==> src/hdl/qoj_pkg.sv <==
// shared types, constants and microcode for the quaternion orientation jog block
package qoj_pkg;

	// cordic iteration count, limited by the arctangent table
	localparam int CORDIC_STEPS = 16;
	localparam int AtanEntries = 24;
	localparam int CordicIters = (CORDIC_STEPS > AtanEntries) ? AtanEntries : CORDIC_STEPS;

	// angle constants in Q30 radians, and unity in Q14
	localparam logic signed [34:0] PiQ30 = 35'sd3373259426;
	localparam logic signed [34:0] HalfPiQ30 = 35'sd1686629713;
	localparam logic signed [15:0] OneQ14 = 16'sd16384;

	// item kinds
	localparam logic [1:0] KIND_ROTATE = 2'd0;
	localparam logic [1:0] KIND_LOAD = 2'd1;
	localparam logic [1:0] KIND_ACCEPT = 2'd2;
	localparam logic [1:0] KIND_REJECT = 2'd3;

	// body axis codes
	localparam logic [1:0] AXIS_X = 2'd0;
	localparam logic [1:0] AXIS_Y = 2'd1;
	localparam logic [1:0] AXIS_Z = 2'd2;
	localparam logic [1:0] AXIS_NONE = 2'd3;

	// microcode program layout
	localparam int PcW = 7;
	localparam logic [PcW-1:0] PcAxisX = 7'd0;
	localparam logic [PcW-1:0] PcAxisY = 7'd14;
	localparam logic [PcW-1:0] PcAxisZ = 7'd28;
	localparam logic [PcW-1:0] PcRot = 7'd42;

	typedef enum logic [1:0] {UOP_NOP, UOP_MAC, UOP_STORE} uop_kind_t;
	typedef enum logic [3:0] {A_Q0, A_Q1, A_Q2, A_Q3, A_R0, A_R1, A_R2, A_R3, A_CY} asel_t;
	typedef enum logic [2:0] {B_Q0, B_Q1, B_Q2, B_Q3, B_U0, B_U1, B_U2} bsel_t;
	typedef enum logic [2:0] {D_V0, D_V1, D_V2, D_V3, D_R1, D_R2, D_R3} dsel_t;

	typedef struct packed {
		uop_kind_t op;
		asel_t a;
		bsel_t b;
		logic neg;
		logic dbl;
		logic clr;
		dsel_t dst;
		logic last;
	} uop_t;

	// controller to datapath commands
	typedef struct packed {
		logic capture;
		logic load_att;
		logic save;
		logic restore;
		logic show;
		logic start_norm;
		logic norm_four;
		logic start_cordic;
		logic take_u;
		logic take_att;
		uop_t uop;
	} cmd_t;

	// datapath to controller status
	typedef struct packed {
		logic norm_busy;
		logic norm_ok;
		logic cordic_busy;
	} status_t;

	function automatic uop_t nop();
		uop_t u;
		u = '0;
		u.op = UOP_NOP;
		return u;
	endfunction

	function automatic uop_t mac(asel_t a, bsel_t b, logic neg, logic dbl, logic clr);
		uop_t u;
		u = '0;
		u.op = UOP_MAC;
		u.a = a;
		u.b = b;
		u.neg = neg;
		u.dbl = dbl;
		u.clr = clr;
		return u;
	endfunction

	function automatic uop_t st(dsel_t dst, logic last);
		uop_t u;
		u = '0;
		u.op = UOP_STORE;
		u.dst = dst;
		u.last = last;
		return u;
	endfunction

	// microcode: world axis per body axis, then rotation quaternion and product
	function automatic uop_t ucode(logic [PcW-1:0] pc);
		uop_t u;
		unique case (pc)
			// x axis: (w2+x2-y2-z2, 2(xy+wz), 2(xz-wy))
			7'd0: u = mac(A_Q0, B_Q0, 1'b0, 1'b0, 1'b1);
			7'd1: u = mac(A_Q1, B_Q1, 1'b0, 1'b0, 1'b0);
			7'd2: u = mac(A_Q2, B_Q2, 1'b1, 1'b0, 1'b0);
			7'd3: u = mac(A_Q3, B_Q3, 1'b1, 1'b0, 1'b0);
			7'd4: u = nop();
			7'd5: u = st(D_V0, 1'b0);
			7'd6: u = mac(A_Q1, B_Q2, 1'b0, 1'b1, 1'b1);
			7'd7: u = mac(A_Q0, B_Q3, 1'b0, 1'b1, 1'b0);
			7'd8: u = nop();
			7'd9: u = st(D_V1, 1'b0);
			7'd10: u = mac(A_Q1, B_Q3, 1'b0, 1'b1, 1'b1);
			7'd11: u = mac(A_Q0, B_Q2, 1'b1, 1'b1, 1'b0);
			7'd12: u = nop();
			7'd13: u = st(D_V2, 1'b1);
			// y axis: (2(xy-wz), w2-x2+y2-z2, 2(yz+wx))
			7'd14: u = mac(A_Q1, B_Q2, 1'b0, 1'b1, 1'b1);
			7'd15: u = mac(A_Q0, B_Q3, 1'b1, 1'b1, 1'b0);
			7'd16: u = nop();
			7'd17: u = st(D_V0, 1'b0);
			7'd18: u = mac(A_Q0, B_Q0, 1'b0, 1'b0, 1'b1);
			7'd19: u = mac(A_Q1, B_Q1, 1'b1, 1'b0, 1'b0);
			7'd20: u = mac(A_Q2, B_Q2, 1'b0, 1'b0, 1'b0);
			7'd21: u = mac(A_Q3, B_Q3, 1'b1, 1'b0, 1'b0);
			7'd22: u = nop();
			7'd23: u = st(D_V1, 1'b0);
			7'd24: u = mac(A_Q2, B_Q3, 1'b0, 1'b1, 1'b1);
			7'd25: u = mac(A_Q0, B_Q1, 1'b0, 1'b1, 1'b0);
			7'd26: u = nop();
			7'd27: u = st(D_V2, 1'b1);
			// z axis: (2(xz+wy), 2(yz-wx), w2-x2-y2+z2)
			7'd28: u = mac(A_Q1, B_Q3, 1'b0, 1'b1, 1'b1);
			7'd29: u = mac(A_Q0, B_Q2, 1'b0, 1'b1, 1'b0);
			7'd30: u = nop();
			7'd31: u = st(D_V0, 1'b0);
			7'd32: u = mac(A_Q2, B_Q3, 1'b0, 1'b1, 1'b1);
			7'd33: u = mac(A_Q0, B_Q1, 1'b1, 1'b1, 1'b0);
			7'd34: u = nop();
			7'd35: u = st(D_V1, 1'b0);
			7'd36: u = mac(A_Q0, B_Q0, 1'b0, 1'b0, 1'b1);
			7'd37: u = mac(A_Q1, B_Q1, 1'b1, 1'b0, 1'b0);
			7'd38: u = mac(A_Q2, B_Q2, 1'b1, 1'b0, 1'b0);
			7'd39: u = mac(A_Q3, B_Q3, 1'b0, 1'b0, 1'b0);
			7'd40: u = nop();
			7'd41: u = st(D_V2, 1'b1);
			// rotation vector part: sine times unit axis
			7'd42: u = mac(A_CY, B_U0, 1'b0, 1'b0, 1'b1);
			7'd43: u = nop();
			7'd44: u = st(D_R1, 1'b0);
			7'd45: u = mac(A_CY, B_U1, 1'b0, 1'b0, 1'b1);
			7'd46: u = nop();
			7'd47: u = st(D_R2, 1'b0);
			7'd48: u = mac(A_CY, B_U2, 1'b0, 1'b0, 1'b1);
			7'd49: u = nop();
			7'd50: u = st(D_R3, 1'b0);
			// left product r * q
			7'd51: u = mac(A_R0, B_Q0, 1'b0, 1'b0, 1'b1);
			7'd52: u = mac(A_R1, B_Q1, 1'b1, 1'b0, 1'b0);
			7'd53: u = mac(A_R2, B_Q2, 1'b1, 1'b0, 1'b0);
			7'd54: u = mac(A_R3, B_Q3, 1'b1, 1'b0, 1'b0);
			7'd55: u = nop();
			7'd56: u = st(D_V0, 1'b0);
			7'd57: u = mac(A_R0, B_Q1, 1'b0, 1'b0, 1'b1);
			7'd58: u = mac(A_R1, B_Q0, 1'b0, 1'b0, 1'b0);
			7'd59: u = mac(A_R2, B_Q3, 1'b0, 1'b0, 1'b0);
			7'd60: u = mac(A_R3, B_Q2, 1'b1, 1'b0, 1'b0);
			7'd61: u = nop();
			7'd62: u = st(D_V1, 1'b0);
			7'd63: u = mac(A_R0, B_Q2, 1'b0, 1'b0, 1'b1);
			7'd64: u = mac(A_R1, B_Q3, 1'b1, 1'b0, 1'b0);
			7'd65: u = mac(A_R2, B_Q0, 1'b0, 1'b0, 1'b0);
			7'd66: u = mac(A_R3, B_Q1, 1'b0, 1'b0, 1'b0);
			7'd67: u = nop();
			7'd68: u = st(D_V2, 1'b0);
			7'd69: u = mac(A_R0, B_Q3, 1'b0, 1'b0, 1'b1);
			7'd70: u = mac(A_R1, B_Q2, 1'b0, 1'b0, 1'b0);
			7'd71: u = mac(A_R2, B_Q1, 1'b1, 1'b0, 1'b0);
			7'd72: u = mac(A_R3, B_Q0, 1'b0, 1'b0, 1'b0);
			7'd73: u = nop();
			7'd74: u = st(D_V3, 1'b1);
			default: u = nop();
		endcase
		return u;
	endfunction

	// arctangent of 2^-i in Q30, truncated
	function automatic logic [31:0] atan_q30(logic [4:0] i);
		logic [31:0] r;
		unique case (i)
			5'd0: r = 32'h3243F6A8;
			5'd1: r = 32'h1DAC6705;
			5'd2: r = 32'h0FADBAFC;
			5'd3: r = 32'h07F56EA6;
			5'd4: r = 32'h03FEAB76;
			5'd5: r = 32'h01FFD55B;
			5'd6: r = 32'h00FFFAAA;
			5'd7: r = 32'h007FFF55;
			5'd8: r = 32'h003FFFEA;
			5'd9: r = 32'h001FFFFD;
			5'd10: r = 32'h000FFFFF;
			5'd11: r = 32'h0007FFFF;
			5'd12: r = 32'h0003FFFF;
			5'd13: r = 32'h0001FFFF;
			5'd14: r = 32'h0000FFFF;
			5'd15: r = 32'h00007FFF;
			5'd16: r = 32'h00003FFF;
			5'd17: r = 32'h00001FFF;
			5'd18: r = 32'h00000FFF;
			5'd19: r = 32'h000007FF;
			5'd20: r = 32'h000003FF;
			5'd21: r = 32'h000001FF;
			5'd22: r = 32'h000000FF;
			5'd23: r = 32'h0000007F;
			default: r = 32'h00000000;
		endcase
		return r;
	endfunction

endpackage

==> src/hdl/qoj_ctrl.sv <==
// controller: item dispatch, microcode sequencing and output handshake
module qoj_ctrl (
	input logic clk,
	input logic arst_n,
	input logic in_valid,
	output logic in_ready,
	input logic [1:0] kind,
	input logic [1:0] axis,
	output logic out_valid,
	input logic out_ready,
	output qoj_pkg::cmd_t cmd,
	input qoj_pkg::status_t status
);
	import qoj_pkg::*;

	typedef enum logic [2:0] {
		S_IDLE, S_AXIS, S_NSTART1, S_NWAIT1, S_RUN2, S_NSTART2, S_NWAIT2, S_DONE
	} state_t;

	state_t state_q;
	logic [PcW-1:0] pc_q;
	logic out_valid_q;
	logic accept;
	logic units_idle;

	assign in_ready = (state_q == S_IDLE);
	assign accept = in_valid && in_ready;
	assign units_idle = !status.norm_busy && !status.cordic_busy;

	// command decode
	always_comb begin
		cmd = '0;
		cmd.uop = nop();
		unique case (state_q)
			S_IDLE: begin
				if (accept) begin
					cmd.capture = 1'b1;
					cmd.load_att = (kind == KIND_LOAD);
					cmd.save = (kind == KIND_ACCEPT);
					cmd.restore = (kind == KIND_REJECT);
				end
			end
			S_AXIS, S_RUN2: cmd.uop = ucode(pc_q);
			S_NSTART1: begin
				cmd.start_norm = 1'b1;
				cmd.start_cordic = 1'b1;
			end
			S_NWAIT1: cmd.take_u = units_idle && status.norm_ok;
			S_NSTART2: begin
				cmd.start_norm = 1'b1;
				cmd.norm_four = 1'b1;
			end
			S_NWAIT2: cmd.take_att = !status.norm_busy && status.norm_ok;
			S_DONE: cmd.show = !out_valid_q || out_ready;
			default: ;
		endcase
	end

	// sequencer state, program counter and output valid
	always_ff @(posedge clk or negedge arst_n) begin
		if (!arst_n) begin
			state_q <= S_IDLE;
			pc_q <= '0;
			out_valid_q <= 1'b0;
		end else begin
			if (cmd.show) out_valid_q <= 1'b1;
			else if (out_ready) out_valid_q <= 1'b0;
			unique case (state_q)
				S_IDLE: begin
					if (accept) begin
						if (kind != KIND_ROTATE || axis == AXIS_NONE) begin
							state_q <= S_DONE;
						end else begin
							unique case (axis)
								AXIS_X: pc_q <= PcAxisX;
								AXIS_Y: pc_q <= PcAxisY;
								default: pc_q <= PcAxisZ;
							endcase
							state_q <= S_AXIS;
						end
					end
				end
				S_AXIS: begin
					pc_q <= pc_q + 7'd1;
					if (cmd.uop.last) state_q <= S_NSTART1;
				end
				S_NSTART1: state_q <= S_NWAIT1;
				S_NWAIT1: begin
					if (units_idle) begin
						if (status.norm_ok) begin
							pc_q <= PcRot;
							state_q <= S_RUN2;
						end else begin
							state_q <= S_DONE;
						end
					end
				end
				S_RUN2: begin
					pc_q <= pc_q + 7'd1;
					if (cmd.uop.last) state_q <= S_NSTART2;
				end
				S_NSTART2: state_q <= S_NWAIT2;
				S_NWAIT2: if (!status.norm_busy) state_q <= S_DONE;
				S_DONE: if (cmd.show) state_q <= S_IDLE;
				default: state_q <= S_IDLE;
			endcase
		end
	end

	assign out_valid = out_valid_q;
endmodule

==> config.mk <==
export PLATFORM = sky130hd
export DESIGN_NAME = qoj_ctrl
export DESIGN_NICKNAME = d
export VERILOG_FILES = /design/src/hdl/qoj_pkg.sv /design/src/hdl/qoj_ctrl.sv
export SDC_FILE = /design/constraint.sdc
export NUM_CORES = 1
export LEC_CHECK = 0
export ABC_AREA = 1
export BUFFER_PORTS_ARGS = -buffer_cell sky130_fd_sc_hd__buf_2
export CORE_MARGIN = 1.5
export CORE_UTILIZATION = 61
export DETAILED_ROUTE_END_ITERATION = 10
export PLACE_DENSITY = 0.88
export SETUP_SLACK_MARGIN = 0.2
export SYNTH_ARGS = -nofsm -noshare
export SYNTH_HDL_FRONTEND = slang
export SYNTH_SLANG_ARGS = --single-unit
==> constraint.sdc <==
create_clock -name clk -period 4.1 [get_ports clk]
set_clock_uncertainty 0.2 [all_clocks]
set_input_delay 1.23 -clock clk [delete_from_list [all_inputs] [get_ports clk]]
set_output_delay 1.23 -clock clk [all_outputs]
set_load 0.01 [all_outputs]
==> metrics <==
status completed; Core Region 0.00310 mm^2; Root Buffer clkbuf_4; cts bufs inserted 3; CTS Sinks 11; CP required 2.67 ns; Clk Latency, worst-skew pair 0.25 ns; setup total negative slack 0 ns; Post-DP Area 0.00219 mm^2; routed via count 2576; Final ANT Viol Nets 0; Top FF cell, synth dfrtp_1; cell with the most instances after synthesis nand2_1; drt total wl 6570 um; FFs w/ async S/R, synth 1.00; slew margin rel. 0.488; M1 WL 2630 um; clk buf depth 2; Final #Nets 417; NetSw 1.34 mW; Area contributors post-synth nand2_1, dfrtp_1, nand3_1, ha_1, o21ai_0; post-synthesis instance total 361; Starting Density 0.656; Overflow after GRT 0; Final Worst Setup Slack 0.281 ns; clock share of power 0.031; Min-Delay Startpoint state_q[1]; Vias/cell 5.92; Setup crit end kind primary output; WP data arrival 2.39 ns; max-cap violation count 0; IO buf count 38; H-tree lvl count 1; setup slack, reg-to-reg 1.82 ns; DR pass1 iterations 6; number of synthesized register bits 11; I/O Pins 39; Synth Area per Inst 5.64 um^2; Fmax achieved 0.262 GHz; Final period util 0.931; critical path fanouts, max 9; number of synthesis warnings 0; Critical Path Start Type flop; register area share after synthesis 0.135; met3 wire length 804 um; drt drc 0; Syn Std Cell Area 0.00204 mm^2; HPWL Detailed 4900 um; Pleak 1.24 nW; RSZ-0062 raised after global routing false; number of hold buffers added after CTS 0; Reg clk slew, reported paths 0.06 ns; GRT Total Usage 0.364; worst slew pin tran 0.767 ns; Min-Delay Path Class flop to flop; Synth cell types 33; Area growth syn-to-layout 10.1%; Sw Ratio 0.632; CTS tree built; hold endpoint state_q[1]; Sequential Power Share 0.138; routed len/inst 15.1 um; DR top layer met4; layout cells sized above 1 0.184; Int Power 781 uW; Hold Path Stages 2; Comb pwr share 0.831; # setup viols final 0; Yosys top cell area share 0.177; pwr/cell area 946 mW/mm^2; post-synth top area cell nand2_1; Die Y 60.8 um; standard-cell rows 20; GP Congestion 1.04; largest net degree at the start of global routing 26; Final Hold Fails 0; Post-synth EDFFs 0; R2R Path End state_q[1]; Peak VDD IR 0.000614 V; vias in the first global route 2147; Final Cell Area 0.00224 mm^2; WS Path Type flop to primary output; n_diodes 0; DRT iter0 DRCs 440; first-pass GRT wire length 10100 um; Slew Limit Fails 0; Crit Reg-Reg Startpoint pc_q[4]; syn nets 386; worst r2r path cells 10; Met2 Wirelength 3030 um; Tmin final 3.82 ns; Layout Utilization 0.723; most instantiated cells after synthesis nand2_1, inv_1, nand3_1; initial antenna violation count 0; setup slack at placement 0.626 ns; width of the die 60.8 um; die area 0.00369 mm^2; Tot Pwr 2.12 mW
-- power groups by stage --
| stage | registers, mW | logic, mW | clock network [mW] |
|---|---|---|---|
| after floorplan | 0.217 | 1.35 | 0 |
| after global placement | 0.277 | 1.68 | 0 |
| after detailed placement | 0.283 | 1.68 | 0 |
| after CTS | 0.281 | 1.69 | 0.0692 |
| after global routing | 0.296 | 1.95 | 0.0711 |
| final | 0.293 | 1.76 | 0.0659 |
-- layer usage --
metal  global-route usage  vias to the layer above
met5                    0                        -
met4               0.0714                        0
met3               0.0362                       13
met2                0.573                      181
met1                0.543                     1144
li1                     -                     1238
-- worst max path at each step --
stage / startpoint / cells after the start / to
2_1_floorplan: in_valid / 4 / cmd[22]
3_3_place_gp: pc_q[1] / 10 / cmd[14]
3_5_place_dp: pc_q[1] / 10 / cmd[14]
4_1_cts: pc_q[1] / 10 / cmd[14]
5_1_grt: pc_q[1] / 10 / cmd[14]
6_report: pc_q[1] / 10 / cmd[14]
-- layout make-up --
type	instances	area [um^2]
multi-input cells	289	1480
inverters	43	168
flip-flops and latches	11	275
clock buffers	4	26.3
fillers	298	860
repair buffers	44	235
well taps	44	55.1
-- cells in the final DEF, fill, tap and decap left out --
cell type,n
a21boi_0,1
a21oi_1,25
a31oi_1,6
and2_1,1
buf_2,38
buf_4,6
clkbuf_1,1
clkbuf_4,3
clkinvlp_4,1
dfrtp_1,11
ha_1,14
inv_1,36
inv_2,5
inv_4,1
mux2_2,1
nand2_1,96
nand2_2,10
nand3_1,37
nand3_4,1
nand3b_1,1
nand4_1,2
nor2_1,35
nor2_2,1
nor2_4,1
nor3_1,7
nor3_2,1
nor3_4,1
o211ai_1,4
o21ai_0,31
o21ai_1,6
o21bai_1,1
o22ai_1,2
or2_2,2
xor2_1,2
-- metrics by stage --
step	hold slack, ns	instances
2_1_floorplan	0.334	361
3_3_place_gp	0.373	428
3_5_place_dp	0.412	428
4_1_cts	0.426	432
5_1_grt	0.460	435
6_report	0.428	435
-- state kept, by name, summed over array words and instances, names as in the netlist --
register	count
state_q	3
out_valid	1
pc_q	7
-- worst max-delay path, stage by stage, from the launching register on --
cell and delay (ns):
dfrtp_1 0.57, clkinvlp_4 0.25, ha_1 0.35, inv_1 0.12, nand2_1 0.14, nand2_1 0.10, nor2_1 0.05, o21ai_0 0.15
nand3_1 0.08, a21boi_0 0.17, buf_2 0.15
-- timing repair --
item | CTS | global route
setup endpoints to repair | 0 | 2
buffers inserted | 0 | 3
resized for setup | 0 | 1
hold endpoints to repair | 0 | 0
-- cells by family (layout without fill, tap and decap cells) --
kind of cell	count (synthesis)	count (layout)	share of synthesized area
AO/OA/AOI/OAI	76	76	0.199
buffers and inverters	61	91	0.136
multiplexers	1	1	0.00553
adder cells (fa/ha/maj)	14	14	0.0860
XOR/XNOR	2	2	0.00860
AND/OR/NAND/NOR	196	196	0.429
flip-flops	11	11	0.135
No activity file was read; power rests on OpenSTA's default activity.
